**config.mk**
```make
export PLATFORM = sky130hd
export DESIGN_NAME = utf8_lowercase_folder_core_flat
export DESIGN_NICKNAME = d
export VERILOG_FILES = /design/src/design/u8lf_pkg.sv /design/src/design/u8lf_intf.sv /design/src/design/utf8_lowercase_folder_core.sv /design/src/flat_wrapper.sv
export SDC_FILE = /design/constraint.sdc
export NUM_CORES = 1
export LEC_CHECK = 0
export ABC_AREA = 0
export BUFFER_PORTS_ARGS = -buffer_cell sky130_fd_sc_hd__buf_2
export CORE_UTILIZATION = 35
export CTS_CLUSTER_DIAMETER = 50
export DETAILED_ROUTE_END_ITERATION = 12
export PLACE_DENSITY = 0.47
export SYNTH_ARGS = -nofsm -noshare
export SYNTH_HDL_FRONTEND = slang
export SYNTH_SLANG_ARGS = --single-unit
```
**constraint.sdc**
```tcl
create_clock -name i_clk -period 6.1 [get_ports i_clk]
set_input_delay 0.305 -clock i_clk [delete_from_list [all_inputs] [get_ports i_clk]]
set_output_delay 0.305 -clock i_clk [all_outputs]
set_load 0.005 [all_outputs]
```
**src/design/u8lf_pkg.sv**
```systemverilog
// Types, constants and fold/encode functions for the UTF-8 lowercase folder.
package u8lf_pkg;

    localparam int PointW  = 21;
    localparam int LaneCnt = 5;
    localparam int IdxW    = $clog2(LaneCnt + 1);

    typedef logic [PointW-1:0] t_point;
    typedef logic [7:0]        t_byte;

    typedef struct packed {
        logic [3:0][7:0] bytes;
        logic [2:0]      len;
    } t_enc;

    function automatic t_point fold_point(t_point cp);
        t_point r;
        r = cp;
        if (cp >= 21'h41 && cp <= 21'h5A) begin
            r = cp + 21'h20;
        end else if (cp >= 21'h410 && cp <= 21'h42F) begin
            r = cp + 21'h20;
        end else if (cp == 21'h401) begin
            r = 21'h451;
        end
        return r;
    endfunction

    function automatic t_enc encode_point(t_point raw);
        t_point cp;
        t_enc   e;
        cp = fold_point(raw);
        e  = '0;
        if (cp < 21'h80) begin
            e.bytes[0] = cp[7:0];
            e.len      = 3'd1;
        end else if (cp < 21'h800) begin
            e.bytes[0] = {3'b110, cp[10:6]};
            e.bytes[1] = {2'b10, cp[5:0]};
            e.len      = 3'd2;
        end else if (cp < 21'h10000) begin
            e.bytes[0] = {4'b1110, cp[15:12]};
            e.bytes[1] = {2'b10, cp[11:6]};
            e.bytes[2] = {2'b10, cp[5:0]};
            e.len      = 3'd3;
        end else begin
            e.bytes[0] = {5'b11110, cp[20:18]};
            e.bytes[1] = {2'b10, cp[17:12]};
            e.bytes[2] = {2'b10, cp[11:6]};
            e.bytes[3] = {2'b10, cp[5:0]};
            e.len      = 3'd4;
        end
        return e;
    endfunction

endpackage

```
**src/design/u8lf_intf.sv**
```systemverilog
// Valid/ready channel interfaces for the input bytes and the result bytes.
interface u8lf_in_if;
    logic       valid;
    logic       ready;
    logic [7:0] in_byte;
    logic       text_end;

    modport source (output valid, output in_byte, output text_end, input ready);
    modport sink   (input valid, input in_byte, input text_end, output ready);
endinterface

interface u8lf_out_if;
    logic       valid;
    logic       ready;
    logic [7:0] out_byte;
    logic       run_last;
    logic       text_done;

    modport source (output valid, output out_byte, output run_last, output text_done,
                    input ready);
    modport sink   (input valid, input out_byte, input run_last, input text_done,
                    output ready);
endinterface

```
**src/design/utf8_lowercase_folder_core.sv**
```systemverilog
// Path: an input item is encoded into the staging register, then sent out by the byte serializer.
// Throughput: one output byte per cycle while the output is ready; an input item yields
// 0..5 bytes, and the byte serializer takes the next item only after its last byte transfers.
// Input is ready while the staging register is empty or drains into the serializer.
// Synchronous active-low reset clears the decoder state and empties both stages.
module utf8_lowercase_folder_core (
    input  logic      i_clk,
    input  logic      i_rst_n,
    u8lf_in_if.sink   i_in,
    u8lf_out_if.source o_out
);
    import u8lf_pkg::*;

    // decoder state
    t_point     r_pp;
    logic [1:0] r_exp;
    t_point     n_pp;
    logic [1:0] n_exp;

    // staged item: encoded bytes of up to two code points
    logic                        r_a_valid;
    t_byte  [LaneCnt-1:0]        r_a_lanes;
    logic   [IdxW-1:0]           r_a_cnt;
    logic                        r_a_end;

    // byte serializer
    logic                        r_b_valid;
    t_byte  [LaneCnt-1:0]        r_b_lanes;
    logic   [IdxW-1:0]           r_b_cnt;
    logic   [IdxW-1:0]           r_b_idx;
    logic                        r_b_end;

    logic                 in_acc;
    logic                 out_acc;
    logic                 b_last;
    logic                 b_free;
    logic                 f_vld;
    logic                 l_vld;
    logic                 do_lead;
    t_point               f_pt;
    t_point               l_pt;
    t_point               pp2;
    t_enc                 enc_f;
    t_enc                 enc_l;
    logic [IdxW-1:0]      len_f;
    logic [IdxW-1:0]      len_l;
    logic [IdxW-1:0]      tot;
    logic [IdxW-1:0]      diff;
    t_byte [LaneCnt-1:0]  lanes;

    // staging register refills in the cycle it hands its item to the serializer
    assign i_in.ready = !r_a_valid || b_free;
    assign in_acc     = i_in.valid && (!r_a_valid || b_free);

    assign b_last  = (r_b_idx == r_b_cnt - 3'd1);
    assign out_acc = r_b_valid && o_out.ready;
    assign b_free  = !r_b_valid || (out_acc && b_last);

    assign o_out.valid     = r_b_valid;
    assign o_out.out_byte  = r_b_lanes[r_b_idx];
    assign o_out.run_last  = b_last;
    assign o_out.text_done = b_last && r_b_end;

    // Slot F: completed or broken-off sequence. Slot L: lead byte value or end flush.
    always_comb begin
        f_vld   = 1'b0;
        f_pt    = r_pp;
        l_vld   = 1'b0;
        l_pt    = {13'd0, i_in.in_byte};
        n_pp    = r_pp;
        n_exp   = r_exp;
        do_lead = 1'b0;
        pp2     = {r_pp[14:0], i_in.in_byte[5:0]};

        if (r_exp != 2'd0) begin
            if (i_in.in_byte[7:6] == 2'b10) begin
                n_exp = r_exp - 2'd1;
                if (n_exp == 2'd0) begin
                    f_vld = 1'b1;
                    f_pt  = pp2;
                    n_pp  = '0;
                end else begin
                    n_pp = pp2;
                end
            end else begin
                // broken sequence: flush, then treat this byte as a lead
                f_vld   = 1'b1;
                n_pp    = '0;
                n_exp   = 2'd0;
                do_lead = 1'b1;
            end
        end else begin
            do_lead = 1'b1;
        end

        if (do_lead) begin
            priority if (!i_in.in_byte[7]) begin
                l_vld = 1'b1;
            end else if (i_in.in_byte[7:5] == 3'b110) begin
                n_pp  = {16'd0, i_in.in_byte[4:0]};
                n_exp = 2'd1;
            end else if (i_in.in_byte[7:4] == 4'b1110) begin
                n_pp  = {17'd0, i_in.in_byte[3:0]};
                n_exp = 2'd2;
            end else if (i_in.in_byte[7:3] == 5'b11110) begin
                n_pp  = {18'd0, i_in.in_byte[2:0]};
                n_exp = 2'd3;
            end else begin
                l_vld = 1'b1;   // stray byte stands for itself
            end
        end

        if (i_in.text_end) begin
            if (n_exp != 2'd0) begin
                l_vld = 1'b1;
                l_pt  = n_pp;
            end
            n_pp  = '0;
            n_exp = 2'd0;
        end

        enc_f = encode_point(f_pt);
        enc_l = encode_point(l_pt);
        len_f = f_vld ? enc_f.len : 3'd0;
        len_l = l_vld ? enc_l.len : 3'd0;
        tot   = len_f + len_l;

        for (int k = 0; k < LaneCnt; k++) begin
            diff = 3'(k) - len_f;
            if (3'(k) < len_f) begin
                lanes[k] = enc_f.bytes[2'(k)];
            end else begin
                lanes[k] = enc_l.bytes[diff[1:0]];
            end
        end
    end

    always_ff @(posedge i_clk) begin
        if (!i_rst_n) begin
            r_pp      <= '0;
            r_exp     <= 2'd0;
            r_a_valid <= 1'b0;
            r_b_valid <= 1'b0;
            r_b_idx   <= '0;
        end else begin
            if (in_acc) begin
                r_pp  <= n_pp;
                r_exp <= n_exp;
            end
            if (in_acc && tot != 3'd0) begin
                r_a_valid <= 1'b1;
            end else if (b_free) begin
                r_a_valid <= 1'b0;
            end
            if (b_free) begin
                r_b_valid <= r_a_valid;
                r_b_idx   <= '0;
            end else if (out_acc) begin
                r_b_idx <= r_b_idx + 3'd1;
            end
        end
    end

    always_ff @(posedge i_clk) begin
        if (in_acc) begin
            r_a_lanes <= lanes;
            r_a_cnt   <= tot;
            r_a_end   <= i_in.text_end;
        end
        if (b_free) begin
            r_b_lanes <= r_a_lanes;
            r_b_cnt   <= r_a_cnt;
            r_b_end   <= r_a_end;
        end
    end

endmodule

```
**src/flat_wrapper.sv**
```systemverilog
// flat-port wrapper written by rule: the top's interface ports become plain ports
module utf8_lowercase_folder_core_flat import u8lf_pkg::*;
  (i_clk, i_rst_n, i_in_valid, i_in_in_byte, i_in_text_end, i_in_ready, o_out_valid, o_out_out_byte, o_out_run_last, o_out_text_done, o_out_ready);
  u8lf_in_if i_in_i ();
  u8lf_out_if o_out_i ();
  input  logic i_clk;
  input  logic i_rst_n;
  input wire logic [$bits(i_in_i.valid)-1:0] i_in_valid;
  input wire logic [$bits(i_in_i.in_byte)-1:0] i_in_in_byte;
  input wire logic [$bits(i_in_i.text_end)-1:0] i_in_text_end;
  output wire logic [$bits(i_in_i.ready)-1:0] i_in_ready;
  output wire logic [$bits(o_out_i.valid)-1:0] o_out_valid;
  output wire logic [$bits(o_out_i.out_byte)-1:0] o_out_out_byte;
  output wire logic [$bits(o_out_i.run_last)-1:0] o_out_run_last;
  output wire logic [$bits(o_out_i.text_done)-1:0] o_out_text_done;
  input wire logic [$bits(o_out_i.ready)-1:0] o_out_ready;
  assign i_in_i.valid = i_in_valid;
  assign i_in_i.in_byte = i_in_in_byte;
  assign i_in_i.text_end = i_in_text_end;
  assign i_in_ready = i_in_i.ready;
  assign o_out_valid = o_out_i.valid;
  assign o_out_out_byte = o_out_i.out_byte;
  assign o_out_run_last = o_out_i.run_last;
  assign o_out_text_done = o_out_i.text_done;
  assign o_out_i.ready = o_out_ready;
  utf8_lowercase_folder_core u_core (.i_clk(i_clk), .i_rst_n(i_rst_n), .i_in(i_in_i), .o_out(o_out_i));
endmodule
```
* Yosys cells after proc, flatten, opt, wreduce, memory -nomap -nowiden
Cells that the tools add are included.
** Storage, ports and cells
- Logic and storage cells :: 153
- Register bits after elaboration :: 116
** Cells by class
- Bitwise operators :: 1
- $add $sub $neg :: 11
- Magnitude comparators :: 25
- Reductions and logical operators :: 19
- Eq/ne operators :: 7
- Multiplexer cells :: 71
** Operator list (number)
- $mux 21 :: 20
- $mux 8 :: 13
- $bmux 8 s2 :: 5
- $mux 25 :: 2
- $add 21x6->21 const B :: 2
- $eq 21x11->1 const B :: 2
- $ge 21x11->1 const B :: 2
- $ge 21x7->1 const B :: 2
- $le 21x11->1 const B :: 2
- $le 21x7->1 const B :: 2
- $lt 21x12->1 const B :: 2
- $lt 21x17->1 const B :: 2
- $lt 21x8->1 const B :: 2
- $mux 19 :: 2
- $bmux 8 s3 :: 1
- $mux 24 :: 1
- $mux 11 :: 2
- $mux 16 :: 1
- $mux 2 :: 8
- $lt 2x3->1 const B :: 5
- $mux 1 :: 14
- $logic_and 1x1->1 :: 9
- $lt 1x3->1 const A :: 2
- $lt 2x3->1 const A :: 2
- other kinds (21) :: 29

* Depth between registers and ports, before layout
Gate-level depths: netlist (run 1).
- Depth in word-level cells :: 25
- Mapped depth :: 27
- Gate-level depth less buffers :: 23

* Worst setup path before layout (run 1)
No wires, ideal clock.
- Path type :: flip-flop to flip-flop
- Start point :: register u_core.r_exp[0]
- End point :: register u_core.r_a_valid
- Data required time :: 5.973 ns
- Setup time :: 0.127 ns
- Buffers on the path :: 4
- Path slack :: 1.085 ns
- Cell stages (with the launch flop) :: 28
- Data arrival time :: 4.888 ns
- Cell sequence :: dfxtp_1 -> inv_1 -> ha_1 -> buf_2 -> nand2_1 -> a21oi_1 -> or3_1 -> o21ai_2 -> buf_4 -> clkbuf_1 -> nand2_1 -> o21ai_0 -> inv_1 -> ha_1 -> nand3_1 -> mux2i_1 -> a311oi_1 -> nand4_1 -> nand3_2 -> or2_4 -> buf_6 -> nand2_1 -> ha_1 -> fa_1 -> xnor2_1 -> xnor2_1 -> o31ai_1 -> a21boi_0
** Between the ends
- Longest elaborated chain between the ends :: 25
- Elaborated cells on any way between the ends :: 72
** RTL lines
- from (decl) :: RTL line utf8_lowercase_folder_core.sv:16 : logic [1:0] r_exp;
- from (signal assigned) :: RTL line utf8_lowercase_folder_core.sv:148 : r_exp <= n_exp;
- $sub 2x1->2 :: RTL line utf8_lowercase_folder_core.sv:77 : n_exp = r_exp - 2'd1;
- $logic_not 2->1 :: RTL line utf8_lowercase_folder_core.sv:78 : if (n_exp == 2'd0) begin
- $mux 21 :: RTL line utf8_lowercase_folder_core.sv:78
- $mux 21 :: RTL line utf8_lowercase_folder_core.sv:76 : if (i_in.in_byte[7:6] == 2'b10) begin
- $mux 21 :: RTL line utf8_lowercase_folder_core.sv:75 : if (r_exp != 2'd0) begin
- $mux 21 :: RTL line utf8_lowercase_folder_core.sv:105 : end else if (i_in.in_byte[7:3] == 5'b11110) begin
- $mux 21 :: RTL line utf8_lowercase_folder_core.sv:102 : end else if (i_in.in_byte[7:4] == 4'b1110) begin
- $mux 21 :: RTL line utf8_lowercase_folder_core.sv:99 : end else if (i_in.in_byte[7:5] == 3'b110) begin
- (+10 left out)
- $mux 19 :: RTL line u8lf_pkg.sv:37 : end else if (cp < 21'h800) begin
- $mux 11 :: RTL line u8lf_pkg.sv:34 : if (cp < 21'h80) begin
- $mux 3 :: RTL line utf8_lowercase_folder_core.sv:125 : len_l = l_vld ? enc_l.len : 3'd0;
- $add 3x3->3 * :: RTL line utf8_lowercase_folder_core.sv:126 : tot = len_f + len_l;
- net u_core.tot[2] :: RTL line utf8_lowercase_folder_core.sv:47 : logic [IdxW-1:0] tot;
- $reduce_bool 3->1 * :: RTL line utf8_lowercase_folder_core.sv:150 : if (in_acc && tot != 3'd0) begin
- $logic_and 1x1->1 * :: RTL line utf8_lowercase_folder_core.sv:150
- $mux 1 or $reduce_bool 2->1 (tied branches)
- to (signal assigned) :: RTL line utf8_lowercase_folder_core.sv:142 : r_a_valid <= 1'b0;
- to (signal assigned) :: RTL line utf8_lowercase_folder_core.sv:151 : r_a_valid <= 1'b1;
- to (signal assigned) :: RTL line utf8_lowercase_folder_core.sv:153 : r_a_valid <= 1'b0;
- to (decl) :: RTL line utf8_lowercase_folder_core.sv:21 : logic r_a_valid;
Mark *: on every way through the listed nets, which the timed path passes. The rest lies on a longest branch.
A chain may end at the register's enable or synchronous reset.

* Worst setup path after layout (run 1)
- Start point :: register u_core.r_exp[1]
- End point :: register u_core.r_a_valid
The elaborated chain is that of the path after synthesis.

==> impl_metrics.toml, run 1 <==
[detailed_routing]
wl_per_cell_um = 23.2
postRouteAntennaNets = 0
vias_per_cell = 6.24
routed_wl_um = 26800
drc = 2
dr.pass1.iters = 9
vias = 7215
dr.first_iter.drc_count = 818

[place]
dpl.hpwl_um = 19500
place_congestion = 0.981
io_buffers = 24

[clock_tree]
postCtsSetupBuffers = 0
cts_tree = "yes"
cts_max_path_buffers = 2
holdBufCountCts = 0
clk_pin_slew_ns = 0.07
cts_max_level = 4
cts_made_buffers = 17
postCtsResizedCells = 0
clkLatencyLatePin_ns = 0.43
cts.sinks = 116
cts-root-buf = "clkbuf_16"

[global_route]
grt_pass1_vias = 6775
grt_overflow = 0
grt_usage_pct = 23.4
grt_max_degree = 44
antenna_found_initial = 0
grt_pass1_wl_um = 41300

[critical_path]
cp.arrival_ns = 5.82
r2r-end = "u_core.r_a_valid$_SDFFE_PN0P_"
r2r_slack_ns = 0.58
cp_max_fo = 21
crit_path_end_kind = "register"
worstSetupStartpointType = "register"
r2r_cells = 22
r2r-start = "u_core.r_exp[1]$_SDFFE_PN0P_"
path_class = "reg2reg"
required_ns = 6.40

[worst_hold_path]
hold_path_end = "u_core.r_a_valid$_SDFFE_PN0P_"
worstHoldPathType = "in2reg"
hold_depth = 3
worstHoldStart = "i_in_valid"

[sta]
setup_viol = 0
relSlewSlack_pct = 38.4
rsz0062_at_grt = "false"
tns_ns = 0
finalClockSkew_ns = 0.0268
slew_viol_final = 0
finalCriticalPeriod_ns = 5.52
tightestPinTransition_ns = 0.924
period_share_pct = 90.5
finalHoldViolations = 0
fmax_mhz = 181

[layout]
final_net_count = 891
diodes = 0
area_delta_synth_final_pct = 11.3
layout-drive-gt1-share_pct = 12.8

[logic_synthesis]
avgSynthCellArea_um2 = 9.02
synth_edf_count = 88
async_reset_ff_share_pct = 0
ys_ff_latch = 116
ys_seq_area_share_pct = 40.6
synth_cell_types = 93
synth_cells = 874
synth_flop_cell = "edfxtp_1"
syn_area_um2 = 7890
yosys_warnings = 0
syn_nets = 901

[die]
fp-row-count = 54
die_width_um = 152
die_h_um = 152
io_pins = 25
core_um2 = 22000
initial_core_util_pct = 35.9
fp.dieArea_um2 = 23100

[pwr]
power_density_nw_per_um2 = 258
total_power_uw = 2260
cellLeakagePower_uw = 0.00319
ir_worst_vdd_mv = 0.150

[outcome]
outcome = "finished with violations"
violations = "design-rule violations"

[flow_run]
cap_violations = 0
final cells by class:
cell class / instances / area [um2]
fill: 2193 / 13200
multi-input combinational: 659 / 4270
sequential: 116 / 3200
clock buffer: 18 / 439
tap: 280 / 350
timing repair buffer: 44 / 270
clock inverter: 14 / 141
inverter: 26 / 100
worst max path at each step:
stage | end | cells after the start | start
2_1_floorplan | u_core.r_a_valid$_SDFFE_PN0P_ | 27 | u_core.r_exp[0]$_SDFFE_PN0P_
3_3_place_gp | u_core.r_a_valid$_SDFFE_PN0P_ | 21 | u_core.r_exp[1]$_SDFFE_PN0P_
3_5_place_dp | u_core.r_a_valid$_SDFFE_PN0P_ | 21 | u_core.r_exp[1]$_SDFFE_PN0P_
4_1_cts | u_core.r_a_valid$_SDFFE_PN0P_ | 21 | u_core.r_exp[1]$_SDFFE_PN0P_
5_1_grt | u_core.r_a_valid$_SDFFE_PN0P_ | 21 | u_core.r_exp[1]$_SDFFE_PN0P_
6_report | u_core.r_a_valid$_SDFFE_PN0P_ | 22 | u_core.r_exp[1]$_SDFFE_PN0P_
kinds of logic after synthesis:
family / synth area share, %
AO/OA/AOI/OAI: 26.1
XOR/XNOR: 0.778
adder cells (fa/ha/maj): 2.32
buffers and inverters: 5.30
flip-flops: 40.6
multiplexers: 5.68
AND/OR/NAND/NOR: 19.2
cell usage after synthesis, types with 11 or more instances:
cell type	n	area, um2
edfxtp_1	88	2640
a221oi_1	18	158
inv_1	24	90.1
nor2b_1	25	156
a211oi_1	20	150
a22oi_1	14	105
and2_1	13	81.3
a21oi_1	68	340
ha_1	13	163
clkbuf_1	48	180
o21ai_0	44	220
nand2_1	85	319
and3_1	14	87.6
dfxtp_1	28	561
a31oi_1	11	68.8
nor3_1	25	125
nand3_1	14	70.1
buf_2	17	85.1
nor2_1	71	267
o22ai_1	19	119
mux2i_1	38	380
critical path: stages, from the launching register on:
cell and delay (ns):
dfxtp_1 0.35, inv_1 0.11, ha_1 0.67, inv_1 0.20, and3_1 0.23, a41o_1 0.26
a21o_1 0.19, o21ai_0 0.49, inv_1 0.14, ha_1 0.24, nand3_1 0.09, mux2i_1 0.09
a311oi_1 0.37, nand4_1 0.21, nand3_2 0.22, or2_4 0.23, nand2_1 0.08, ha_1 0.21
fa_1 0.38, xnor2_1 0.20, xnor2_1 0.10, o31ai_1 0.20, a21boi_0 0.11
routing by layer:
metal / part of all wire, % / wire length (um) / track usage, % / up-vias
met1: 43 / 11600 / 31.0 / 3496
met2: 47 / 12500 / 37.9 / 339
met4: 3.2 / 858 / 10.1 / 0
li1: - / - / - / 3318
met5: 0 / 0 / 0 / -
met3: 6.8 / 1820 / 3.57 / 62
registers in the layout, indices dropped and copies added (netlist names):
signal and count:
u_core.r_a_lanes 40, u_core.r_b_lanes 40, u_core.r_pp 21, u_core.r_a_cnt 3, u_core.r_b_cnt 3, u_core.r_b_idx 3
u_core.r_exp 2, u_core.o_out.valid 1, u_core.r_a_end 1, u_core.r_a_valid 1, u_core.r_b_end 1
power by group:
| part | switching [uW] | internal [uW] |
|---|---|---|
| Combinational | 211 | 107 |
| Clock | 399 | 581 |
| Sequential | 22.0 | 944 |
cell usage in the layout (no fill, tap or decap), types with 11 or more instances in the layout:
| cell | n |
|---|---|
| ha_1 | 13 |
| a221oi_1 | 18 |
| dfxtp_1 | 28 |
| nand3_1 | 14 |
| a21oi_1 | 68 |
| nor2b_1 | 25 |
| nor2_1 | 71 |
| clkbuf_16 | 17 |
| a211oi_1 | 20 |
| edfxtp_1 | 88 |
| buf_4 | 20 |
| and2_1 | 13 |
| mux2i_1 | 38 |
| buf_2 | 24 |
| inv_1 | 23 |
| a31oi_1 | 11 |
| and3_1 | 14 |
| o21ai_0 | 43 |
| nor3_1 | 25 |
| nand2_1 | 85 |
| a22oi_1 | 14 |
| o22ai_1 | 19 |
metrics by stage:
step | cell area (um2) | setup slack (ns) | util [%] | hold WS (ns) | cells
floorplan | 7890 | 1.09 | - | 0.400 | 874
global placement | 8200 | 0.916 | 37.3 | 0.405 | 1125
detailed placement | 8200 | 0.714 | 37.3 | 0.405 | 1125
CTS | 8780 | 0.669 | 40.0 | 0.174 | 1157
global route | 8780 | 0.0767 | 40.0 | 0.199 | 1157
finish | 8780 | 0.582 | 40.0 | 0.185 | 1157
Power figures use the tool's default switching activity.
==> inputs of run 2 (changes only) <==
- ABC_AREA: 0 -> 1
- RECOVER_POWER: default -> 100
==> run 2 against run 1 <==
Net effect: the flow now finishes without violations; final cell count rose by 11%; register-to-register slack improved by 0.11 ns; via count fell by 7.3%; worst hold slack got worse by 0.057 ns; sequential cell count did not move; clock-buffer cell count fell by 1; power rose by 1.1%; critical endpoint unchanged.
==> impl_metrics.toml, run 2 <==
[clock_tree]
holdBufCountCts = 0
cts_max_path_buffers = 2
clk_pin_slew_ns = 0.06
postCtsSetupBuffers = 0
cts_max_level = 4
clkLatencyLatePin_ns = 0.42
postCtsResizedCells = 0
cts_made_buffers = 17
cts.sinks = 116
cts_tree = "yes"
cts-root-buf = "clkbuf_16"

[die]
fp.dieArea_um2 = 22000
die_width_um = 148
die_h_um = 148
fp-row-count = 53
io_pins = 25
initial_core_util_pct = 35.6
core_um2 = 21000

[logic_synthesis]
async_reset_ff_share_pct = 0
yosysTopAreaCellShare_pct = 35.3
yosys-top-cells-count = "276 x nand2_1, 99 x nand3_1, 89 x inv_1, 88 x edfxtp_1, 77 x nor2_1"
synth_cell_types = 50
ys_ff_latch = 116
syn_nets = 1011
yosysMostFrequentCell = "nand2_1"
yosys_warnings = 0
ys_seq_area_share_pct = 42.7
synth_flop_cell = "edfxtp_1"
synth_edf_count = 88
synth_area_leader_cell = "edfxtp_1"
synth_area_leaders = "edfxtp_1 35%, nand2_1 14%, dfxtp_1 7.5%, nand3_1 6.6%, inv_1 4.5%"
syn_area_um2 = 7490
synth_cells = 984
avgSynthCellArea_um2 = 7.62

[sta]
finalHoldViolations = 0
setup_viol = 0
slew_viol_final = 0
tightestPinTransition_ns = 1.16
post-route-worst-setup-slack_ns = 0.696
finalCriticalPeriod_ns = 5.40
tns_ns = 0
finalClockSkew_ns = 0.0134
rsz0062_at_grt = "false"
period_share_pct = 88.6
relSlewSlack_pct = 22.9
fmax_mhz = 185

[critical_path]
r2r-end = "u_core.r_a_valid$_SDFFE_PN0P_"
crit_path_end_kind = "register"
required_ns = 6.36
path_class = "reg2reg"
cp.arrival_ns = 5.66
r2r-start = "u_core.r_exp[0]$_SDFFE_PN0P_"
startpoint = "u_core.r_exp[0]$_SDFFE_PN0P_"
r2r_slack_ns = 0.70
worstSetupStartpointType = "register"
cp_max_fo = 44
r2r_cells = 23

[global_route]
grt_usage_pct = 21.3
grt_max_degree = 46
grt_pass1_vias = 6305
antenna_found_initial = 0
grt_pass1_wl_um = 35700
grt_overflow = 0

[place]
pre_cts_ws_ns = 1.07
place_congestion = 0.947
io_buffers = 24
dpl.hpwl_um = 16700

[worst_hold_path]
worstHoldPathType = "in2reg"
hold_depth = 3
worstHoldStart = "i_rst_n"
hold_path_end = "u_core.o_out.valid$_SDFFE_PN0P_"

[layout]
mostFrequentLayoutCells = "275 x nand2_1, 101 x nand3_1, 89 x inv_1"
diodes = 0
area_delta_synth_final_pct = 11.9
final_common_cell = "nand2_1"
layout-drive-gt1-share_pct = 10.5
reg_top3 = "u_core.r_a_lanes: 40 flops, u_core.r_b_lanes: 40 flops, u_core.r_pp: 21 flops"
final_net_count = 1027

[detailed_routing]
dr.pass1.iters = 5
wl_per_cell_um = 17.4
routed_wl_um = 22500
vias = 6685
drc = 0
postRouteAntennaNets = 0
vias_per_cell = 5.19
dr.first_iter.drc_count = 421

[pwr]
p_sw_uw = 607
ir_worst_vdd_mv = 0.184
internal_power_uw = 1680
total_power_uw = 2290
p_seq_share_pct = 42.6
combPwrFrac_pct = 12.4
pwr-share-clk_pct = 45.0
power_density_nw_per_um2 = 273
cellLeakagePower_uw = 0.00370
swShare_pct = 26.5

[outcome]
outcome = "finished clean"

[flow_run]
cap_violations = 0
## run 2: final cells by class
type	instances	area, um2
fillers	2196	12600
multi-input cells	727	3670
flip-flops and latches	116	3200
clock buffers	17	425
inverters	101	379
well taps	275	344
repair buffers	37	191
clock inverters	15	179
## run 2: power groups by stage
stage	Sequential (uW)	Clock, uW	Combinational, uW
after CTS	976	1050	292
after global routing	982	1090	322
final	975	1030	285
after detailed placement	992	0	291
after global placement	992	0	293
after floorplan	986	0	203
## run 2: worst max path at each step
| stage | slack [ns] | cells after the start | to |
|---|---|---|---|
| CTS | 1.02 | 26 | u_core.r_a_valid$_SDFFE_PN0P_ |
| global route | 0.24 | 23 | u_core.r_a_valid$_SDFFE_PN0P_ |
| detailed placement | 1.07 | 26 | u_core.r_a_valid$_SDFFE_PN0P_ |
| global placement | 1.22 | 29 | u_core.r_a_valid$_SDFFE_PN0P_ |
| floorplan | 1.91 | 29 | u_core.r_a_valid$_SDFFE_PN0P_ |
| finish | 0.70 | 23 | u_core.r_a_valid$_SDFFE_PN0P_ |
## run 2: critical path, stage by stage (launching register included)
cell and delay (ns):
dfxtp_1 0.37, inv_1 0.09, ha_1 0.36, nor2_8 0.23, nand2_2 0.50, o21ai_0 0.69
nand2_1 0.13, inv_1 0.08, nand2_1 0.08, nor2_4 0.17, nand2_2 0.18, a21oi_2 0.16
nand3_1 0.10, nand3_1 0.09, nand3_1 0.10, nor2_2 0.14, nand3_4 0.17, nand2_2 0.30
nor2_1 0.15, fa_1 0.45, xor2_1 0.18, xor2_1 0.17, o31ai_1 0.21, a21oi_1 0.09
## run 2: stage by stage
step	std cells	utilization [%]	hold WS [ns]	instance area, um2
after floorplan	984	-	0.400	7490
after global placement	1256	37.2	0.402	7830
after detailed placement	1256	37.2	0.405	7830
after CTS	1288	40.1	0.110	8430
after global routing	1288	39.9	0.165	8390
final	1288	39.9	0.128	8390
## run 2: logic make-up (layout without fill, tap and decap cells)
| family | count (synthesis) | after routing | synth area share (%) |
|---|---|---|---|
| AOI/OAI and AO/OA | 198 | 198 | 15.8 |
| xor gates and xnor gates | 9 | 9 | 1.05 |
| adders and majority gates | 14 | 14 | 2.44 |
| buffers and inverters | 141 | 170 | 8.13 |
| DFF | 116 | 116 | 42.7 |
| and+or+nand+nor | 506 | 506 | 29.8 |
## run 2: per-layer routing
metal	global-route usage, %	routed length [um]	vias up	share of wire (%)
met5	0	0	-	0
met3	3.40	862	29	3.8
met4	7.73	493	0	2.2
met1	28.3	10400	3105	46
li1	-	-	3376	-
met2	34.8	10700	175	48
